## src/hw/rtl/cmmrd_pkg.sv

```systemverilog
// Shared types, codes and helper functions of the column statistics block.
// No dependencies; imported by the top level, lane, tree and accumulator modules.
`timescale 1ns / 1ps

package cmmrd_pkg;

    // Configuration register indexes
    localparam logic [1:0] CFG_ELEMENT_SIZE   = 2'd0;
    localparam logic [1:0] CFG_SIGNED_MODE    = 2'd1;
    localparam logic [1:0] CFG_EXPECTED_DELTA = 2'd2;

    // Element size codes
    localparam logic [1:0] SIZE_8  = 2'd0;
    localparam logic [1:0] SIZE_16 = 2'd1;
    localparam logic [1:0] SIZE_32 = 2'd2;
    localparam logic [1:0] SIZE_64 = 2'd3;

    // One lane's view of its element and the step from the element below it
    typedef struct packed {
        logic [63:0] elem;
        logic        vld;
        logic        ne;
        logic        dm;
    } t_lane;

    // Node of the min/max reduction tree
    typedef struct packed {
        logic        vld;
        logic [63:0] mn;
        logic [63:0] mx;
    } t_node;

    // Settings and framing that travel with a request
    typedef struct packed {
        logic        last;
        logic        sgn;
        logic [1:0]  size;
        logic [63:0] effd;
    } t_ctl;

    // Per-word summary handed from the tree to the accumulator
    typedef struct packed {
        t_ctl        ctl;
        logic        any;
        logic        two;
        logic [3:0]  inc;
        logic        dok;
        logic [63:0] first;
        logic [63:0] final_e;
    } t_side;

    function automatic logic [63:0] f_mask(input logic [1:0] size);
        logic [63:0] m;
        unique case (size)
            SIZE_8:  m = 64'h0000_0000_0000_00FF;
            SIZE_16: m = 64'h0000_0000_0000_FFFF;
            SIZE_32: m = 64'h0000_0000_FFFF_FFFF;
            SIZE_64: m = 64'hFFFF_FFFF_FFFF_FFFF;
        endcase
        return m;
    endfunction

    function automatic logic [63:0] f_extend(input logic [63:0] v, input logic [1:0] size,
                                             input logic sgn);
        logic [63:0] r;
        unique case (size)
            SIZE_8:  r = {{56{sgn & v[7]}}, v[7:0]};
            SIZE_16: r = {{48{sgn & v[15]}}, v[15:0]};
            SIZE_32: r = {{32{sgn & v[31]}}, v[31:0]};
            SIZE_64: r = v;
        endcase
        return r;
    endfunction

    function automatic logic [63:0] f_extract(input logic [63:0] word, input logic [1:0] size,
                                              input logic sgn, input logic [2:0] idx);
        logic [63:0] sh;
        unique case (size)
            SIZE_8:  sh = word >> {idx, 3'b000};
            SIZE_16: sh = word >> {idx, 4'b0000};
            SIZE_32: sh = word >> {idx, 5'b00000};
            SIZE_64: sh = word >> {idx, 6'b000000};
        endcase
        return f_extend(sh, size, sgn);
    endfunction

    function automatic logic f_less(input logic [63:0] a, input logic [63:0] b,
                                    input logic sgn);
        return sgn ? ($signed(a) < $signed(b)) : (a < b);
    endfunction

    function automatic t_node f_combine(input t_node a, input t_node b, input logic sgn);
        t_node r;
        if (!a.vld) begin
            r = b;
        end else if (!b.vld) begin
            r = a;
        end else begin
            r.vld = 1'b1;
            r.mn  = f_less(b.mn, a.mn, sgn) ? b.mn : a.mn;
            r.mx  = f_less(a.mx, b.mx, sgn) ? b.mx : a.mx;
        end
        return r;
    endfunction

endpackage

```

## src/hw/rtl/cmmrd_tree.sv

```systemverilog
// Registered min/max reduction tree over the lanes plus per-word summary.
// Depends on cmmrd_pkg; fed by cmmrd_lane, feeds cmmrd_accum.
`timescale 1ns / 1ps

module cmmrd_tree
    import cmmrd_pkg::*;
#(
    parameter int LANES = 8
) (
    input  logic  i_clk,
    input  logic  i_rst_n,
    input  logic  i_vld,
    input  t_ctl  i_ctl,
    input  t_lane i_lane [LANES],
    output logic  o_rdy,
    output logic  o_vld,
    output t_side o_side,
    output t_node o_node,
    input  logic  i_rdy
);

    localparam int D  = (LANES > 1) ? $clog2(LANES) : 1;
    localparam int NP = 1 << D;

    logic [D:1]   r_vld;
    t_side        r_side [1:D];
    logic [D+1:1] w_rdy;
    logic [D:1]   w_vin;
    t_side        w_sin  [1:D];
    t_node        w_node [1:2*NP-1];
    t_node        r_node [1:NP-1];
    t_side        w_side0;

    // Summarize the word: steps, delta check, first and final element
    always_comb begin
        w_side0.ctl     = i_ctl;
        w_side0.any     = i_lane[0].vld;
        w_side0.two     = 1'b0;
        w_side0.inc     = 4'd0;
        w_side0.dok     = 1'b1;
        w_side0.first   = i_lane[0].elem;
        w_side0.final_e = i_lane[0].elem;
        for (int k = 1; k < LANES; k++) begin
            if (i_lane[k].vld) begin
                w_side0.two     = 1'b1;
                w_side0.inc     = w_side0.inc + {3'b000, i_lane[k].ne};
                w_side0.dok     = w_side0.dok & i_lane[k].dm;
                w_side0.final_e = i_lane[k].elem;
            end
        end
    end

    assign w_rdy[D+1] = i_rdy;

    // Pipeline stages: valid, summary and backpressure
    for (genvar s = 1; s <= D; s++) begin : g_stage
        if (s == 1) begin : g_head
            assign w_vin[s] = i_vld;
            assign w_sin[s] = w_side0;
        end else begin : g_body
            assign w_vin[s] = r_vld[s-1];
            assign w_sin[s] = r_side[s-1];
        end

        assign w_rdy[s] = !r_vld[s] || w_rdy[s+1];

        always_ff @(posedge i_clk) begin
            if (!i_rst_n) begin
                r_vld[s] <= 1'b0;
            end else if (w_rdy[s]) begin
                r_vld[s] <= w_vin[s];
            end
        end

        always_ff @(posedge i_clk) begin
            if (w_rdy[s]) begin
                r_side[s] <= w_sin[s];
            end
        end
    end

    // Tree leaves: lanes, padded with empty nodes
    for (genvar j = 0; j < NP; j++) begin : g_leaf
        if (j < LANES) begin : g_used
            assign w_node[NP+j] = '{vld: i_lane[j].vld, mn: i_lane[j].elem,
                                    mx: i_lane[j].elem};
        end else begin : g_pad
            assign w_node[NP+j] = '0;
        end
    end

    // Internal nodes, one register level per tree level
    for (genvar i = 1; i < NP; i++) begin : g_node
        localparam int STG = D - ($clog2(i + 1) - 1);

        always_ff @(posedge i_clk) begin
            if (w_rdy[STG]) begin
                r_node[i] <= f_combine(w_node[2*i], w_node[2*i+1], w_sin[STG].ctl.sgn);
            end
        end

        assign w_node[i] = r_node[i];
    end

    assign o_rdy  = w_rdy[1];
    assign o_vld  = r_vld[D];
    assign o_side = r_side[D];
    assign o_node = w_node[1];

endmodule

```

## config.mk

```make
export PLATFORM = sky130hd
export DESIGN_NAME = cmmrd_tree
export DESIGN_NICKNAME = d
export VERILOG_FILES = /design/src/hw/rtl/cmmrd_pkg.sv /design/src/hw/rtl/cmmrd_tree.sv
export SDC_FILE = /design/constraint.sdc
export NUM_CORES = 2
export LEC_CHECK = 0
export BUFFER_PORTS_ARGS = -buffer_cell sky130_fd_sc_hd__buf_2
export CORE_MARGIN = 2
export CORE_UTILIZATION = 50
export CTS_BUF_LIST = sky130_fd_sc_hd__clkbuf_4
export CTS_CLUSTER_SIZE = 10
export DETAILED_ROUTE_END_ITERATION = 8
export PLACE_DENSITY = 0.8
export SLEW_MARGIN = 20
export SYNTH_ARGS = -nofsm -noshare
export SYNTH_HDL_FRONTEND = slang
export SYNTH_SLANG_ARGS = --single-unit
```

## constraint.sdc

```tcl
create_clock -name i_clk -period 52.6 [get_ports i_clk]
set_clock_uncertainty 0.2 [all_clocks]
set_input_delay 10.52 -clock i_clk [delete_from_list [all_inputs] [get_ports i_clk]]
set_output_delay 10.52 -clock i_clk [all_outputs]
set_load 0.02 [all_outputs]
```

==> summary.md <==
| Metric | Value |
|---|---|
| Worst-case clock buffer depth | `4` |
| Asr flop ratio synth | `0%` |
| Setup TNS Final | `0 ns` |
| Register area share after synthesis | `about 54%` |
| Setup crit end kind | `output pin` |
| F_max | `~0.044 GHz` |
| Combinational family with the most area after synthesis | `adder cells` |
| Tcrit/Tclk final | `43.1%` |
| Area of the die | `173000 um2` |
| DRT antenna net count | `0` |
| Clock share of power | `between 20% and 30%` |
| Warnings from Yosys | `0` |
| Initial Util | `50.2%` |
| Fin. Hold Viols | `0` |
| CP Max Fanout | `5` |
| Post-synthesis simple-gate area fraction | `4.49%` |
| Detailed Place HPWL | `211 mm` |
| Worst-path clk slew | `0.06 ns` |
| Critical path class | `in2out` |
| Final GP Congestion | `0.969` |
| # rows | `151` |
| IO Pins | `942` |
| Post-synthesis adder-cell area fraction | `a little over an eighth` |
| Nets | `9197` |
| Worst Path Arrival | `11.93 ns` |
| Number of CTS-inserted buffers | `around 400` |
| CTS tree | `done` |
| Ratio of cells with drive above 1 in the final layout | `25.7%` |
| Hold slack | `0.165 ns` |
| Flop pwr share | `47.2%` |
| Die H | `slightly above 400 um` |
| Post-CTS Setup Bufs | `0` |
| Grt total ovfl | `0` |
| Wire length per cell | `between 20 and 30 um` |
| Max Used Layer | `met5` |
| Initial antenna violation count | `between 100 and 150` |
| Post-CTS Resized | `0` |
| Synth unique cells | `77` |
| EDFF count, synth | `1512` |
| Comb pwr share | `24.1%` |
| Rel. slew slack | `between 10% and 20%` |
| CTS root buf | `clkbuf_4` |
| Max Slew Vio Count | `0` |
| Max VDD drop | `0.0295 mV` |
| Register Area | `45500 um2` |
| Syn Area/Cell | `12.5 um2` |
| P per Cell Area | `36.6 nW/um2` |
| Most used flip-flop cell after synthesis | `edfxtp_1` |
| XOR/XNOR share of the synthesized area | `0.124%` |
| Largest net degree at the start of global routing | `129` |
| WL met3 | `23.3 mm` |
| H-tree level count | `5` |
| Final Critical Period | `22.65 ns` |
| Hold_buf cts | `0` |
| Vias per inst | `5.80` |
| DR pass1 iterations | `7` |
| Hold Crit Class | `reg2reg` |
| Max cap viols | `0` |
| Wire length on met2 | `124 mm` |
| Clk_lat worst skew | `1.44 ns` |
| Vias | `approximately 60000` |
| Status | `complete, no violations` |
| Synth Instances | `6793` |
| Leak | `0.0440 uW` |
| Final wirelength | `274 mm` |
| Type of origin of the critical path | `primary input` |
| Area of the multi-input gates | `between 30000 and 40000 um2` |
| GRT Total Usage | `30.8%` |
| Synthesized area | `roughly 85000 um2` |
| Core area | `169000 um2` |
| Die width | `416 um` |
| Compound-Gate Fraction of Synth Area | `8.30%` |
| Vias in the first global route | `58300` |
| First-pass GRT wire length | `385 mm` |
| # setup viols final | `0` |
| Worst-Margin Slew | `1.24 ns` |
| RSZ-0062 raised after global routing | `no` |
| Register bit count reported by yosys | `1515` |
| Mapped Nets | `~8300` |
| Sw power | `1110 uW` |
| Net Sw Frac | `about a third` |
| Filler cells | `13900` |
| DR iter-0 viols | `between 6000 and 7000` |
| WP data required | `~42 ns` |
| Layout Area Growth over Synthesis | `11.6%` |
| Internal Pwr Total | `~2400 uW` |
| Wire length on met1 | `106 mm` |
| Quantity of I/O buffers inserted on ports | `about 940` |
| Clock tree sinks | `1515` |
| DRC Markers | `0` |
| Multiplexer area fraction after synthesis | `12.0%` |
==> sequential cells by signal, indices dropped and copies added (netlist names) <==
name / cells
r_side: 609
o_vld: 1
r_node: 903
r_vld: 2
==> routing by layer <==
metal	GRT usage [%]	vias up
met5	0	-
met4	22.3	40
met3	6.53	795
met2	47.6	3270
met1	38.3	28900
li1	-	26500
==> synth_stat cells (all sizes together), types with 129 or more instances <==
| library cell | instances | area, um2 |
|---|---|---|
| a21o | 129 | 968 |
| a21oi | 354 | 1770 |
| buf | 416 | 3040 |
| edfxtp | 1512 | 45400 |
| ha | 901 | 11300 |
| inv | 916 | 3440 |
| mux2 | 395 | 4450 |
| mux2i | 576 | 5770 |
| nand2 | 372 | 1400 |
| nor2 | 132 | 498 |
| o211ai | 143 | 1070 |
| o21ai | 310 | 1550 |
==> power by group through the flow <==
stage               registers [uW]  clock network [uW]  logic, uW
floorplan                     1600                   0        598
global placement              1650                   0        801
detailed placement            1660                   0        819
CTS                           1630                1010        827
global route                  1650                1070        891
finish                        1640                 993        835
==> final cells by class <==
class	instances	share of cell area (%)
Antenna cell	88	0.233
Clock buffer	569	4.52
Clock inverter	100	0.452
Inverter	917	3.65
Multi-Input combinational cell	3842	34.6
Sequential cell	1515	48.1
Tap cell	2218	2.93
Timing Repair Buffer	1009	5.58
==> path summary, 6_finish.rpt <==
| check | from | endpoint | slack, ns | cells after the start |
|---|---|---|---|---|
| worst min-delay path | r_side[0][504] | r_side[0][707] | 0.16 | 0 |
| worst max register to register | o_vld | r_node[0][755] | 46.45 | 9 |
| worst max-delay path | i_rdy | o_rdy | 29.95 | 4 |
| worst min register to register | r_side[0][504] | r_side[0][707] | 0.16 | 0 |
==> critical path, stage by stage <==
cell and delay (ns):
buf_2 0.10, nor2b_1 0.64, nand3_4 0.36, buf_2 0.28
==> cells in the final DEF, fill, tap and decap left out, drive strengths merged, types with 35 or more instances in the layout <==
cell type,n
ha,901
a21oi,354
edfxtp,1512
mux2,395
clkinv,91
buf,1009
a21o,129
mux2i,576
clkbuf,569
a221oi,35
nor2,132
nand3,65
o211ai,143
diode,88
nand2,372
inv,923
nand4,113
o21ai,310
==> per-stage QoR <==
step                      setup slack (ns)  utilization (%)  cell area, um2  instances  power (uW)
after global routing                 29.94             56.0           94600      10200        3610
final                                29.95             56.0           94600      10300        3470
after CTS                            29.97             55.8           94300      10200        3470
after global placement               29.99             53.1           89600       9499        2450
after floorplan                      15.17                -           84800       6793        2200
after detailed placement             29.97             53.1           89600       9499        2480
==> cells by family after synthesis <==
logic type,count (synthesis)
adders and majority gates,902
and+or+nand+nor,816
DFF,1515
muxes,971
AOI/OAI and AO/OA,1141
buffers and inverters,1436
xor gates and xnor gates,12
Note: power is estimated with default switching activity, not from simulation.
