<file path="src/hw/rtl/cmmrd_pkg.sv">
// Shared types, codes and helper functions of the column statistics block.
// No dependencies; imported by the top level, lane, tree and accumulator modules.
`timescale 1ns / 1ps

package cmmrd_pkg;

    // Configuration register indexes
    localparam logic [1:0] CFG_ELEMENT_SIZE   = 2'd0;
    localparam logic [1:0] CFG_SIGNED_MODE    = 2'd1;
    localparam logic [1:0] CFG_EXPECTED_DELTA = 2'd2;

    // Element size codes
    localparam logic [1:0] SIZE_8  = 2'd0;
    localparam logic [1:0] SIZE_16 = 2'd1;
    localparam logic [1:0] SIZE_32 = 2'd2;
    localparam logic [1:0] SIZE_64 = 2'd3;

    // One lane's view of its element and the step from the element below it
    typedef struct packed {
        logic [63:0] elem;
        logic        vld;
        logic        ne;
        logic        dm;
    } t_lane;

    // Node of the min/max reduction tree
    typedef struct packed {
        logic        vld;
        logic [63:0] mn;
        logic [63:0] mx;
    } t_node;

    // Settings and framing that travel with a request
    typedef struct packed {
        logic        last;
        logic        sgn;
        logic [1:0]  size;
        logic [63:0] effd;
    } t_ctl;

    // Per-word summary handed from the tree to the accumulator
    typedef struct packed {
        t_ctl        ctl;
        logic        any;
        logic        two;
        logic [3:0]  inc;
        logic        dok;
        logic [63:0] first;
        logic [63:0] final_e;
    } t_side;

    function automatic logic [63:0] f_mask(input logic [1:0] size);
        logic [63:0] m;
        unique case (size)
            SIZE_8:  m = 64'h0000_0000_0000_00FF;
            SIZE_16: m = 64'h0000_0000_0000_FFFF;
            SIZE_32: m = 64'h0000_0000_FFFF_FFFF;
            SIZE_64: m = 64'hFFFF_FFFF_FFFF_FFFF;
        endcase
        return m;
    endfunction

    function automatic logic [63:0] f_extend(input logic [63:0] v, input logic [1:0] size,
                                             input logic sgn);
        logic [63:0] r;
        unique case (size)
            SIZE_8:  r = {{56{sgn & v[7]}}, v[7:0]};
            SIZE_16: r = {{48{sgn & v[15]}}, v[15:0]};
            SIZE_32: r = {{32{sgn & v[31]}}, v[31:0]};
            SIZE_64: r = v;
        endcase
        return r;
    endfunction

    function automatic logic [63:0] f_extract(input logic [63:0] word, input logic [1:0] size,
                                              input logic sgn, input logic [2:0] idx);
        logic [63:0] sh;
        unique case (size)
            SIZE_8:  sh = word >> {idx, 3'b000};
            SIZE_16: sh = word >> {idx, 4'b0000};
            SIZE_32: sh = word >> {idx, 5'b00000};
            SIZE_64: sh = word >> {idx, 6'b000000};
        endcase
        return f_extend(sh, size, sgn);
    endfunction

    function automatic logic f_less(input logic [63:0] a, input logic [63:0] b,
                                    input logic sgn);
        return sgn ? ($signed(a) < $signed(b)) : (a < b);
    endfunction

    function automatic t_node f_combine(input t_node a, input t_node b, input logic sgn);
        t_node r;
        if (!a.vld) begin
            r = b;
        end else if (!b.vld) begin
            r = a;
        end else begin
            r.vld = 1'b1;
            r.mn  = f_less(b.mn, a.mn, sgn) ? b.mn : a.mn;
            r.mx  = f_less(a.mx, b.mx, sgn) ? b.mx : a.mx;
        end
        return r;
    endfunction

endpackage

</file>
<file path="src/hw/rtl/cmmrd_accum.sv">
// Column accumulator: merges each word into the running statistics and
// holds the result register. Depends on cmmrd_pkg; fed by cmmrd_tree.
`timescale 1ns / 1ps

module cmmrd_accum
    import cmmrd_pkg::*;
#(
    parameter int COUNT_WIDTH = 32
) (
    input  logic        i_clk,
    input  logic        i_rst_n,
    input  logic        i_vld,
    input  t_side       i_side,
    input  t_node       i_node,
    output logic        o_rdy,
    output logic        o_out_valid,
    input  logic        i_out_stall,
    output logic [63:0] o_min_value,
    output logic [63:0] o_max_value,
    output logic [31:0] o_run_count,
    output logic        o_run_count_saturated,
    output logic [63:0] o_delta_out
);

    localparam int RUN_W = (COUNT_WIDTH < 32) ? COUNT_WIDTH : 32;
    localparam int SUM_W = RUN_W + 1;
    localparam logic [RUN_W-1:0] RUN_CEIL = '1;

    logic [63:0]      r_min,  n_min;
    logic [63:0]      r_max,  n_max;
    logic [63:0]      r_prev, n_prev;
    logic [RUN_W-1:0] r_run,  n_run;
    logic             r_dok,  n_dok;
    logic             r_seen, n_seen;
    logic             r_two,  n_two;

    logic             r_out_vld;
    logic [63:0]      r_out_min;
    logic [63:0]      r_out_max;
    logic [31:0]      r_out_run;
    logic             r_out_sat;
    logic [63:0]      r_out_delta;

    logic [63:0]      w_mask;
    logic [63:0]      w_effm;
    logic             w_bne;
    logic             w_bdm;
    logic [SUM_W-1:0] w_sum;
    logic             w_take;
    logic             w_emit;

    // Stall only a final word while the result register is still full
    assign o_rdy  = !i_side.ctl.last || !r_out_vld || !i_out_stall;
    assign w_take = i_vld && o_rdy;
    assign w_emit = w_take && i_side.ctl.last;

    // Merge the word summary into the running statistics
    always_comb begin
        w_mask = f_mask(i_side.ctl.size);
        w_effm = i_side.ctl.effd & w_mask;
        w_bne  = |((i_side.first ^ r_prev) & w_mask);
        w_bdm  = ((i_side.first - r_prev) & w_mask) == w_effm;
        w_sum  = {1'b0, r_run};
        n_min  = r_min;
        n_max  = r_max;
        n_prev = r_prev;
        n_run  = r_run;
        n_dok  = r_dok;
        n_seen = r_seen;
        n_two  = r_two;
        if (i_side.any) begin
            n_prev = i_side.final_e;
            n_seen = 1'b1;
            if (!r_seen) begin
                n_min = i_node.mn;
                n_max = i_node.mx;
                w_sum = SUM_W'(1) + SUM_W'(i_side.inc);
                n_dok = r_dok & i_side.dok;
                n_two = i_side.two;
            end else begin
                n_min = f_less(i_node.mn, r_min, i_side.ctl.sgn) ? i_node.mn : r_min;
                n_max = f_less(r_max, i_node.mx, i_side.ctl.sgn) ? i_node.mx : r_max;
                w_sum = {1'b0, r_run} + SUM_W'(i_side.inc) + SUM_W'(w_bne);
                n_dok = r_dok & i_side.dok & w_bdm;
                n_two = 1'b1;
            end
            n_run = (w_sum >= {1'b0, RUN_CEIL}) ? RUN_CEIL : w_sum[RUN_W-1:0];
        end
    end

    // Advance the statistics; clear them after a final word
    always_ff @(posedge i_clk) begin
        if (!i_rst_n || w_emit) begin
            r_min  <= '0;
            r_max  <= '0;
            r_prev <= '0;
            r_run  <= '0;
            r_dok  <= 1'b1;
            r_seen <= 1'b0;
            r_two  <= 1'b0;
        end else if (w_take) begin
            r_min  <= n_min;
            r_max  <= n_max;
            r_prev <= n_prev;
            r_run  <= n_run;
            r_dok  <= n_dok;
            r_seen <= n_seen;
            r_two  <= n_two;
        end
    end

    // Result valid: set on a final word, drop once taken
    always_ff @(posedge i_clk) begin
        if (!i_rst_n) begin
            r_out_vld <= 1'b0;
        end else if (w_emit) begin
            r_out_vld <= 1'b1;
        end else if (!i_out_stall) begin
            r_out_vld <= 1'b0;
        end
    end

    // Result payload
    always_ff @(posedge i_clk) begin
        if (w_emit) begin
            r_out_min   <= n_min;
            r_out_max   <= n_max;
            r_out_run   <= 32'(n_run);
            r_out_sat   <= n_run == RUN_CEIL;
            r_out_delta <= (i_side.ctl.effd != '0 && n_two && n_dok) ? i_side.ctl.effd : '0;
        end
    end

    assign o_out_valid           = r_out_vld;
    assign o_min_value           = r_out_min;
    assign o_max_value           = r_out_max;
    assign o_run_count           = r_out_run;
    assign o_run_count_saturated = r_out_sat;
    assign o_delta_out           = r_out_delta;

endmodule

</file>
<file path="config.mk">
export PLATFORM = sky130hd
export DESIGN_NAME = cmmrd_accum
export DESIGN_NICKNAME = d
export VERILOG_FILES = /design/src/hw/rtl/cmmrd_pkg.sv /design/src/hw/rtl/cmmrd_accum.sv
export SDC_FILE = /design/constraint.sdc
export NUM_CORES = 1
export LEC_CHECK = 0
export ABC_AREA = 1
export BUFFER_PORTS_ARGS = -buffer_cell sky130_fd_sc_hd__buf_4
export CAP_MARGIN = 20
export CORE_ASPECT_RATIO = 0.7
export CORE_MARGIN = 2
export CORE_UTILIZATION = 50
export CTS_BUF_LIST = sky130_fd_sc_hd__clkbuf_16
export DETAILED_ROUTE_END_ITERATION = 10
export PLACE_DENSITY = 0.79
export SLEW_MARGIN = 20
export SYNTH_ARGS = -nofsm -noshare
export SYNTH_HDL_FRONTEND = slang
export SYNTH_SLANG_ARGS = --single-unit
</file>
<file path="constraint.sdc">
create_clock -name i_clk -period 8 [get_ports i_clk]
set_input_delay 0.8 -clock i_clk [delete_from_list [all_inputs] [get_ports i_clk]]
set_output_delay 0.8 -clock i_clk [all_outputs]
set_load 0.05 [all_outputs]
</file>
==> results by group <==
Outcome
  • Run status: completed

Global route
  • First-pass GRT wire length: 160.5 mm
  • Initial antenna violation count: 11
  • Largest net degree at the start of global routing: 152
  • Vias in the first global route: 27.83k
  • All-Layer GR Usage: 0.3295
  • Grt total ovfl: 0

Die
  • Die Ht: 209.4 um
  • Die width: 297.4 um
  • Core area: 0.05978 mm^2
  • Starting Density: 0.5041
  • Die area: 0.06227 mm^2
  • Num ports: 563
  • Row count: 75

Timing
  • Fmax: 159.4 MHz
  • Max-slew violation count: 0
  • Worst-margin pin slew: 0.9923 ns
  • Worst rel slew slack: 0.3213
  • Fin crit share: 0.7840
  • RSZ-0062 raised after global routing: no
  • Finish-stage setup viols: 0
  • Setup_tns: 0 ns
  • Clock Skew: 0.04108 ns
  • Fin. Hold Viols: 0
  • Fin crit period: 6.272 ns

Logic synthesis
  • Synthesized instance count: 4389
  • Synth area leaders: edfxtp_1 (22%), nand2_1 (16%), dfxtp_1 (15%)
  • Top cell type's share of synthesized area: 0.2242
  • Top cells by count, synth: nand2_1 (1255), inv_1 (837), nor2_1 (433)
  • Cell with the most instances after synthesis: nand2_1
  • Asr flop ratio synth: 0
  • Synthesized area: 0.03013 mm^2
  • Synth warnings: 0
  • Number of flops mapped to enable cells by yosys: 225
  • Seq/Total Area, Yosys: 0.3757
  • Syn avg cell area: 6.865 um^2
  • Mapped Nets: 4921
  • FF+latch count, synth: 453
  • Synth cell types: 53
  • Cell type with the highest aggregate area in the netlist: edfxtp_1
  • Most frequently used flop master after synthesis: dfxtp_1

Placed design
  • Dpl hpwl: 81.58 mm
  • PortBufs: 561
  • DP Area: 0.03494 mm^2
  • Post-Place Cells: 5640
  • Global placement routability congestion: 1.011

Setup path
  • Critical Path Sink Type: flop
  • Arrival time at the worst endpoint: 6.75 ns
  • CP Max Fanout: 12
  • CP most frequent cell: nand2_1
  • Slowest Stage Delay on Critical Path: 0.88 ns
  • CP startpoint kind: flop
  • Crit path from: r_prev[11]
  • R2R Path Start: r_prev[11]
  • Slowest-stage cell, CP: a2111oi_0
  • Req. time, crit path: 8.48 ns
  • Critical path class: flop to flop
  • Reg2reg setup slack: 1.73 ns

Clock tree
  • CTS root buf: clkbuf_16
  • Clock-pin slew on the worst setup and hold paths: 0.06 ns
  • CTS resizes: 0
  • Cts hold-fix bufs: 0
  • Clk sinks: 453
  • H-tree levels: 2
  • Total CTS buffers: 46
  • CTS Buffer Depth: 3
  • Worst skew pair latency: 0.62 ns
  • CTS tree: done
  • Setup repair bufs after CTS: 0

Cells and area
  • Post-route insts no fill: 5731
  • Area grow syn2layout: 21.28%
  • Final Util: 0.6113
  • Sequential Area: 0.01132 mm^2
  • Share of post-route cells with drive strength above 1: 0.1466
  • Area of the multi-input gates: 0.01507 mm^2
  • Fin nets: 5412
  • Post-Layout Inst Area: 0.03654 mm^2
  • Fillcell total: 5594

Pwr
  • Pwr/cell area: 183.4 mW/mm^2
  • Final Total Pwr: 0.006702 W
  • Pleak: 19.36 nW
  • VDD IR-drop max: 0.0001739 V

Worst hold path
  • Worst hold path class: input pin to flop
  • Hold_sp: i_rst_n

Routing
  • Pre-antenna DRT Iters: 6
  • Via density: 5.268
  • DRC: 0
  • Detailed Route Iter0 Violations: 2895
  • Final WL: 105.8 mm
  • Drt wl/cell: 18.45 um
  • Post-route ant nets: 0
  • Total number of vias: 30.19k

Flow run
  • Max Cap Viol: 0
## stage by stage
step           worst slack, ns  hold slack [ns]
4_1_cts                  1.901           0.3987
5_1_grt                  1.202           0.4235
6_report                 1.728           0.4288
2_1_floorplan            1.305           0.4107
3_3_place_gp             1.349           0.4222
3_5_place_dp             1.352           0.4473
## final timing paths
kind / to / cells after the start
max: o_run_count_saturated / 28
min: o_out_valid / 3
min reg2reg: r_dok / 2
max reg2reg: o_run_count_saturated / 28
## final cells by class
type / count / area share
antenna: 5 / 0.0003424
clock inverter: 40 / 0.01205
timing repair buffer: 576 / 0.1188
tap: 808 / 0.02767
clock buffer: 46 / 0.03150
multi-input combinational: 2955 / 0.4124
inverter: 848 / 0.08749
sequential: 453 / 0.3098
## kinds of logic (layout without fill, tap and decap cells)
logic type,Yosys count,in the layout,share of synthesized area
AO/OA/AOI/OAI,426,426,0.07940
XOR/XNOR,79,79,0.02296
adder cells (fa/ha/maj),196,196,0.08214
buffers and inverters,981,1510,0.1257
flip-flops,453,453,0.3757
other,0,5,0
AND/OR/NAND/NOR,2254,2254,0.3140
## cell usage in the layout, fill, tap and decap left out, types with 5 or more instances in the layout
cell type	Yosys	routed
a211oi_1	8	8
a21oi_1	240	240
buf_4	1	574
bufinv_16	0	7
clkbuf_16	0	46
clkinv_1	2	10
clkinv_2	0	9
dfxtp_1	228	228
diode_2	0	5
edfxtp_1	225	225
ha_1	193	193
inv_1	837	840
inv_2	9	9
nand2_1	1255	1251
nand2_2	11	13
nand3_1	391	389
nand3_2	13	13
nand3b_1	9	9
nand4_1	58	58
nor2_1	433	432
nor2_2	9	10
nor3_1	33	33
nor4_1	20	20
o21a_1	6	6
o21ai_0	97	97
o21ai_1	11	11
o21bai_1	7	7
o221ai_1	38	38
o22ai_1	5	5
or2_2	8	8
xnor2_1	21	21
xor2_1	58	58
## power breakdown
group | internal, W | total [W] | switching, W
sequential | 0.00259 | 0.00265 | 0.0000649
clock | 0.00130 | 0.00231 | 0.00101
combinational | 0.000569 | 0.00174 | 0.00117
## layer usage
metal	vias up	routed length [um]	GRT usage
met5	-	93	0
met4	14	3350	0.1054
met3	200	9954	0.07308
met2	1263	43550	0.4802
met1	13830	48800	0.4827
li1	14880	-	-
## sequential cells by signal, indices dropped and copies added (netlist names)
name and flops:
r_max 64, o_out_valid 1, r_min 64, o_run_count 32
o_run_count_saturated 1, r_prev 64, r_seen 1, r_run 32
o_delta_out 64, r_dok 1, o_max_value 64, o_min_value 64
r_two 1
## worst max-delay path, delay by kind of cell, from the launching register on
kind / cells / cell delay (ns)
adder cells (fa/ha/maj): 3 / 1.15
buffers and inverters: 2 / 0.16
AND/OR/NAND/NOR: 21 / 3.50
flip-flops: 1 / 0.30
AO/OA/AOI/OAI: 2 / 1.01
No activity file was read; power rests on OpenSTA's default activity.
