==> src/hw/rtl/cmmrd_pkg.sv <==
// Shared types, codes and helper functions of the column statistics block.
// No dependencies; imported by the top level, lane, tree and accumulator modules.
`timescale 1ns / 1ps

package cmmrd_pkg;

    // Configuration register indexes
    localparam logic [1:0] CFG_ELEMENT_SIZE   = 2'd0;
    localparam logic [1:0] CFG_SIGNED_MODE    = 2'd1;
    localparam logic [1:0] CFG_EXPECTED_DELTA = 2'd2;

    // Element size codes
    localparam logic [1:0] SIZE_8  = 2'd0;
    localparam logic [1:0] SIZE_16 = 2'd1;
    localparam logic [1:0] SIZE_32 = 2'd2;
    localparam logic [1:0] SIZE_64 = 2'd3;

    // One lane's view of its element and the step from the element below it
    typedef struct packed {
        logic [63:0] elem;
        logic        vld;
        logic        ne;
        logic        dm;
    } t_lane;

    // Node of the min/max reduction tree
    typedef struct packed {
        logic        vld;
        logic [63:0] mn;
        logic [63:0] mx;
    } t_node;

    // Settings and framing that travel with a request
    typedef struct packed {
        logic        last;
        logic        sgn;
        logic [1:0]  size;
        logic [63:0] effd;
    } t_ctl;

    // Per-word summary handed from the tree to the accumulator
    typedef struct packed {
        t_ctl        ctl;
        logic        any;
        logic        two;
        logic [3:0]  inc;
        logic        dok;
        logic [63:0] first;
        logic [63:0] final_e;
    } t_side;

    function automatic logic [63:0] f_mask(input logic [1:0] size);
        logic [63:0] m;
        unique case (size)
            SIZE_8:  m = 64'h0000_0000_0000_00FF;
            SIZE_16: m = 64'h0000_0000_0000_FFFF;
            SIZE_32: m = 64'h0000_0000_FFFF_FFFF;
            SIZE_64: m = 64'hFFFF_FFFF_FFFF_FFFF;
        endcase
        return m;
    endfunction

    function automatic logic [63:0] f_extend(input logic [63:0] v, input logic [1:0] size,
                                             input logic sgn);
        logic [63:0] r;
        unique case (size)
            SIZE_8:  r = {{56{sgn & v[7]}}, v[7:0]};
            SIZE_16: r = {{48{sgn & v[15]}}, v[15:0]};
            SIZE_32: r = {{32{sgn & v[31]}}, v[31:0]};
            SIZE_64: r = v;
        endcase
        return r;
    endfunction

    function automatic logic [63:0] f_extract(input logic [63:0] word, input logic [1:0] size,
                                              input logic sgn, input logic [2:0] idx);
        logic [63:0] sh;
        unique case (size)
            SIZE_8:  sh = word >> {idx, 3'b000};
            SIZE_16: sh = word >> {idx, 4'b0000};
            SIZE_32: sh = word >> {idx, 5'b00000};
            SIZE_64: sh = word >> {idx, 6'b000000};
        endcase
        return f_extend(sh, size, sgn);
    endfunction

    function automatic logic f_less(input logic [63:0] a, input logic [63:0] b,
                                    input logic sgn);
        return sgn ? ($signed(a) < $signed(b)) : (a < b);
    endfunction

    function automatic t_node f_combine(input t_node a, input t_node b, input logic sgn);
        t_node r;
        if (!a.vld) begin
            r = b;
        end else if (!b.vld) begin
            r = a;
        end else begin
            r.vld = 1'b1;
            r.mn  = f_less(b.mn, a.mn, sgn) ? b.mn : a.mn;
            r.mx  = f_less(a.mx, b.mx, sgn) ? b.mx : a.mx;
        end
        return r;
    endfunction

endpackage

==> src/hw/rtl/cmmrd_lane.sv <==
// One element lane: unpacks its element and compares it with its neighbor.
// Depends on cmmrd_pkg.
`timescale 1ns / 1ps

module cmmrd_lane
    import cmmrd_pkg::*;
#(
    parameter int IDX = 0
) (
    input  logic        i_clk,
    input  logic        i_en,
    input  logic [63:0] i_data_word,
    input  logic [1:0]  i_size,
    input  logic        i_sgn,
    input  logic [63:0] i_effd_m,
    input  logic [3:0]  i_count,
    output t_lane       o_lane
);

    localparam logic [2:0] K = 3'(IDX);

    logic [63:0] w_cur;
    logic [63:0] w_prv;
    logic [63:0] w_mask;
    t_lane       n_lane;
    t_lane       r_lane;

    // Unpack this element and the one below it, compare the step
    always_comb begin
        w_mask      = f_mask(i_size);
        w_cur       = f_extract(i_data_word, i_size, i_sgn, K);
        w_prv       = f_extract(i_data_word, i_size, i_sgn, K - 3'd1);
        n_lane.elem = w_cur;
        n_lane.vld  = i_count > 4'(IDX);
        n_lane.ne   = |((w_cur ^ w_prv) & w_mask);
        n_lane.dm   = ((w_cur - w_prv) & w_mask) == i_effd_m;
    end

    // Hold the lane result for the reduction tree
    always_ff @(posedge i_clk) begin
        if (i_en) begin
            r_lane <= n_lane;
        end
    end

    assign o_lane = r_lane;

endmodule

==> config.mk <==
export PLATFORM = sky130hd
export DESIGN_NAME = cmmrd_lane
export DESIGN_NICKNAME = d
export VERILOG_FILES = /design/src/hw/rtl/cmmrd_pkg.sv /design/src/hw/rtl/cmmrd_lane.sv
export SDC_FILE = /design/constraint.sdc
export NUM_CORES = 1
export LEC_CHECK = 0
export BUFFER_PORTS_ARGS = -buffer_cell sky130_fd_sc_hd__buf_2
export CAP_MARGIN = 10
export CELL_PAD_IN_SITES_DETAIL_PLACEMENT = 1
export CELL_PAD_IN_SITES_GLOBAL_PLACEMENT = 1
export CORE_MARGIN = 10
export CORE_UTILIZATION = 44
export CTS_CLUSTER_DIAMETER = 50
export DETAILED_ROUTE_END_ITERATION = 8
export PLACE_DENSITY = 0.92
export SYNTH_ARGS = -nofsm -noshare
export SYNTH_HDL_FRONTEND = slang
export SYNTH_SLANG_ARGS = --single-unit
==> constraint.sdc <==
create_clock -name i_clk -period 14.3 [get_ports i_clk]
set_clock_uncertainty 0.1 [all_clocks]
set_input_delay 2.145 -clock i_clk [delete_from_list [all_inputs] [get_ports i_clk]]
set_output_delay 2.145 -clock i_clk [all_outputs]
set_load 0.01 [all_outputs]
==> results of run 1 <==
-- metrics by stage --
| step | cell area (um^2) | setup WS (ns) |
|---|---|---|
| detailed placement | 10000 | 4.62 |
| global placement | 10000 | 4.88 |
| finish | 10300 | 4.78 |
| CTS | 10300 | 4.93 |
| global route | 10300 | 4.19 |
| floorplan | 8850 | 6.44 |
-- logic make-up (layout without fill, tap and decap cells) --
logic type               count (synthesis)  count (layout)  synth area share
adder cells (fa/ha/maj)                 65              65            0.0928
XOR/XNOR                                61              61            0.0604
flip-flops                              67              67             0.227
AO/OA/AOI/OAI                          395             395             0.302
multiplexers                            29              29            0.0369
buffers and inverters                   91             253            0.0426
AND/OR/NAND/NOR                        443             443             0.238
-- synthesized netlist by cell type (8+ instances only) --
master    count  area share
nand2_1     166       0.070
a21oi_1     133       0.075
nor2_1       98       0.042
edfxtp_1     67        0.23
ha_1         64       0.090
o21ai_0      57       0.032
a21o_1       44       0.037
nand4_1      36       0.025
nor3_1       36       0.020
xnor2_1      34       0.034
clkbuf_1     31       0.013
inv_1        29       0.012
xor2_1       27       0.027
nand3_1      26       0.015
buf_2        25       0.014
mux2i_1      18       0.020
a211oi_1     15       0.013
o21a_1       12       0.010
o21bai_1     12       0.010
a221oi_1     11       0.011
nor4_1       11      0.0078
and3_1        9      0.0064
mux2_2        9       0.011
o21ai_1       9      0.0051
and2_1        8      0.0057
nor2b_1       8      0.0057
o22ai_1       8      0.0057
or4_1         8      0.0068
-- power by group through the flow --
stage | sequential (mW) | combinational (mW) | clock [mW]
6_report | 0.244 | 0.517 | 0.226
2_1_floorplan | 0.258 | 0.324 | 0
5_1_grt | 0.245 | 0.558 | 0.236
4_1_cts | 0.244 | 0.506 | 0.226
3_3_place_gp | 0.247 | 0.491 | 0
3_5_place_dp | 0.248 | 0.500 | 0
-- critical path, cell delays in order --
cell       delay [ns]
buf_2            0.50
inv_1            0.52
a22o_1           0.38
a21oi_2          0.18
buf_4            0.36
a21oi_1          0.17
ha_1             0.46
nand2_1          0.19
nor4_1           0.69
nor2_1           0.14
a221oi_1         0.43
o22ai_1          0.12
a311oi_1         0.39
o311ai_0         0.25
a2111oi_0        0.62
nand4_1          0.27
a2111oi_0        1.06
nand4_1          0.34
nor4_2           0.34
-- worst paths after layout --
kind | start | end | slack, ns | cells after the start
worst min-delay path | i_data_word[3] | o_lane[6] | 1.89 | 1
worst max-delay path | i_size[1] | o_lane[0] | 4.78 | 19
-- per-layer routing --
metal,global-route usage,part of all wire,vias up
li1,-,-,4671
met1,0.363,0.42,5017
met2,0.477,0.47,431
met3,0.0599,0.078,69
met4,0.0910,0.028,0
met5,0,0,-
-- cell type report --
class                      instances  area (um^2)  share of cell area
timing repair buffer             210         1070               0.104
clock buffer                       9          225              0.0219
multi-input combinational        993         6480               0.631
sequential                        67         2010               0.196
tap                              265          332              0.0323
inverter                          29          109              0.0106
clock inverter                     5         46.3             0.00451
==> impl_metrics.json, run 1 <==
{
  "status": "finished, final reports clean",
  "synth_top_flop_cell": "edfxtp_1",
  "finalCriticalPeriod_ns": 9.52,
  "ant_nets": 0,
  "via_per_inst": 6.46,
  "ys_types": 87,
  "io_pins": 204,
  "fin_util": 0.523,
  "numCtsBuffers": 9,
  "num_rows": 51,
  "clock_path_buffers": 2,
  "place_congestion": 0.985,
  "vias": 10200,
  "pwr-share-seq": 0.247,
  "max_cap_violations": 0,
  "tns_ns": 0,
  "switching_share": 0.439,
  "die_w_um": 162,
  "max-slew-margin-rel": 0.199,
  "worstSetupPathType": "input pin to register",
  "n_antenna_cell": 0,
  "synthesis.nets": 1353,
  "layout_commonest_cell": "buf_2",
  "combPwrFrac": 0.524,
  "syn_avg_cell_area_um2": 7.69,
  "rsz0062_at_grt": "false",
  "ys_ff_latch": 67,
  "grt_max_degree": 68,
  "startpoint_type": "input pin",
  "max_freq_mhz": 105,
  "root_buffer": "clkbuf_16",
  "crit_fanout": 33,
  "place_inst": 1564,
  "wl_per_cell_um": 24.8,
  "layout.nets": 1512,
  "power.leakage_nw": 4.33,
  "area.growth.synth_to_final_pct": 16.1,
  "yosysSeqAreaShare": 0.227,
  "overflow": 0,
  "syn_area_um2": 8850,
  "die_h_um": 162,
  "stdcell_count": 1578,
  "power_density_nw_per_um2": 96.0,
  "power_mw": 0.986,
  "ys_warn_count": 0,
  "holdWs_ns": 1.89,
  "port_buffers": 203,
  "grtUsageTotal": 0.287,
  "drv_slew": 0,
  "drt_wl_total_mm": 39.1,
  "layout_common_cells": "203 x buf_2, 166 x nand2_1, 131 x a21oi_1, 97 x nor2_1, 67 x edfxtp_1",
  "grt_pass1_vias": 10500,
  "ir_drop_mv": 0.0520,
  "crit_path_end_kind": "register",
  "start_util": 0.450,
  "finalHoldViolations": 0,
  "fillers": 2572,
  "die_area_um2": 26200,
  "synthArstFlopShare": 0,
  "grt_pass1_wl_mm": 60.6,
  "drt-initial-drc-count": 798,
  "finalSetupViolCount": 0,
  "hold_class": "input pin to register",
  "largest_reg_flops": 67,
  "cts_sinks": 67,
  "drc_errors": 0,
  "switchingPower_mw": 0.433,
  "cts_setup_buffers": 0,
  "drive_gt1_frac": 0.199,
  "path_clk_slew_ns": 0.06,
  "firstDrtPassIters": 8,
  "cp.arrival_ns": 9.60,
  "internal_power_mw": 0.553,
  "dp_hpwl_mm": 31.3,
  "synth_edf_count": 67,
  "required_ns": 14.38,
  "synthCells": 1151,
  "hold_buffers": 0,
  "worstMarginPinSlew_ns": 1.17,
  "clkPwrFrac": 0.229,
  "core_um2": 19700,
  "cts_tree": "done",
  "post_cts_resized": 0,
  "period_share": 0.666,
  "cts_htree_levels": 3,
  "antenna_found_initial": 0
}
Power figures use the tool's default switching activity.
==> inputs of run 2 (changes only) <==
- CORE_UTILIZATION: 44 -> 41
- PLACE_DENSITY: 0.92 -> 0.86
- clock period: 14.3 -> 9.18 ns (I/O delays scaled with it)
==> run 2 against run 1 <==
Effect of this change:
- first-iteration DRC count increased by 11%
- global-route usage decreased by 1.2 points
- power increased by 59%
- highest routed layer unchanged
==> impl_metrics.json, run 2 (synthesis gave the netlist of run 1 again) <==
{
  "status": "finished, final reports clean",
  "fin_ws_ns": 0.617,
  "largest_reg_flops": 67,
  "place_congestion": 0.976,
  "pre_cts_ws_ns": 0.306,
  "crit_fanout": 33,
  "tns_ns": 0,
  "power_mw": 1.56,
  "max-slew-margin-rel": 0.350,
  "drt_wl_total_mm": 40.0,
  "start_util": 0.418,
  "finalCriticalPeriod_ns": 8.56,
  "antenna_found_initial": 0,
  "dp_hpwl_mm": 32.6,
  "io_pins": 204,
  "rsz0062_at_grt": "false",
  "cts_sinks": 67,
  "ant_nets": 0,
  "num_rows": 53,
  "switchingPower_mw": 0.696,
  "internal_power_mw": 0.868,
  "grt_max_degree": 68,
  "hold_buffers": 0,
  "cp.arrival_ns": 8.64,
  "layout.nets": 1516,
  "numCtsBuffers": 9,
  "switching_share": 0.445,
  "cts_setup_buffers": 0,
  "finalSetupViolCount": 0,
  "overflow": 0,
  "power.leakage_nw": 4.35,
  "worstSetupPathType": "input pin to register",
  "hold_class": "input pin to register",
  "max_cap_violations": 0,
  "grtUsageTotal": 0.275,
  "path_clk_slew_ns": 0.07,
  "finalHoldViolations": 0,
  "wl_per_cell_um": 25.1,
  "cts_tree": "done",
  "via_per_inst": 6.38,
  "layout_common_cells": "203 x buf_2, 166 x nand2_1, 131 x a21oi_1, 97 x nor2_1, 67 x edfxtp_1",
  "core_um2": 21200,
  "layout_commonest_cell": "buf_2",
  "vias": 10200,
  "period_share": 0.933,
  "clock_path_buffers": 2,
  "firstDrtPassIters": 5,
  "cts_htree_levels": 3,
  "worstMarginPinSlew_ns": 0.974,
  "drt-initial-drc-count": 884,
  "crit_path_end_kind": "register",
  "ir_drop_mv": 0.0857,
  "post_cts_resized": 0,
  "root_buffer": "clkbuf_16",
  "die_w_um": 167,
  "n_antenna_cell": 0,
  "grt_pass1_wl_mm": 62.1,
  "startpoint_type": "input pin",
  "die_h_um": 167,
  "drv_slew": 0,
  "combPwrFrac": 0.517,
  "max_freq_mhz": 117,
  "port_buffers": 203,
  "drive_gt1_frac": 0.203,
  "drc_errors": 0,
  "pwr-share-seq": 0.242,
  "die_area_um2": 27900,
  "power_density_nw_per_um2": 151,
  "clkPwrFrac": 0.241,
  "grt_pass1_vias": 10400,
  "required_ns": 9.26,
  "area.growth.synth_to_final_pct": 16.8
}
-- run 2: cell count changes in the layout (fill, tap and decap cells not counted) --
cell / delta
a2111oi_0: -1
a2111oi_1: +1
buf_4: +4
clkinv_1: -1
clkinv_2: -1
clkinv_4: +1
clkinvlp_4: +3
-- run 2: worst max-delay path, stage by stage --
cell	delay, ns
buf_2	0.31
inv_1	0.63
nand2_1	0.51
a21oi_2	0.76
a21oi_1	0.20
ha_1	0.51
nand2_1	0.20
nor4_1	0.75
nor2_1	0.14
a221oi_1	0.35
o22ai_1	0.14
a311oi_1	0.40
o311ai_0	0.21
a2111oi_0	0.62
nand4_1	0.25
a2111oi_1	0.74
nand4_1	0.21
nor4_2	0.32
-- run 2: final timing paths --
check	start	endpoint	slack (ns)	depth (start not counted)
worst max-delay path	i_size[1]	o_lane[0]	0.62	18
worst min-delay path	i_data_word[6]	o_lane[9]	1.11	1
-- run 2: metal layers --
layer | up-vias | part of all wire | wire, um | track usage
met3 | 76 | 0.069 | 2770 | 0.0492
met2 | 400 | 0.47 | 18600 | 0.453
met4 | 0 | 0.025 | 993 | 0.0771
li1 | 4689 | - | - | -
met1 | 4998 | 0.44 | 17600 | 0.358
met5 | - | 0 | 0 | 0
-- run 2: layout make-up --
type | instances | area, um^2
fill | 2736 | 10800
multi-input combinational | 993 | 6480
sequential | 67 | 2010
timing repair buffer | 214 | 1100
tap | 275 | 344
clock buffer | 9 | 225
inverter | 29 | 109
clock inverter | 7 | 68.8
-- run 2: per-stage QoR --
stage / area [um^2] / util / cells / hold WS (ns)
final: 10300 / 0.489 / 1594 / 1.11
after global routing: 10300 / 0.489 / 1594 / 1.12
after CTS: 10300 / 0.489 / 1594 / 1.11
after detailed placement: 10000 / 0.475 / 1578 / 1.48
after global placement: 10000 / 0.475 / 1578 / 1.47
after floorplan: 8850 / - / 1151 / 1.38
-- run 2: power groups by stage --
stage	logic [mW]	registers (mW)	clock network, mW
final	0.808	0.379	0.376
after floorplan	0.505	0.402	0
after global routing	0.877	0.383	0.383
after global placement	0.776	0.385	0
after detailed placement	0.785	0.386	0
after CTS	0.792	0.380	0.376
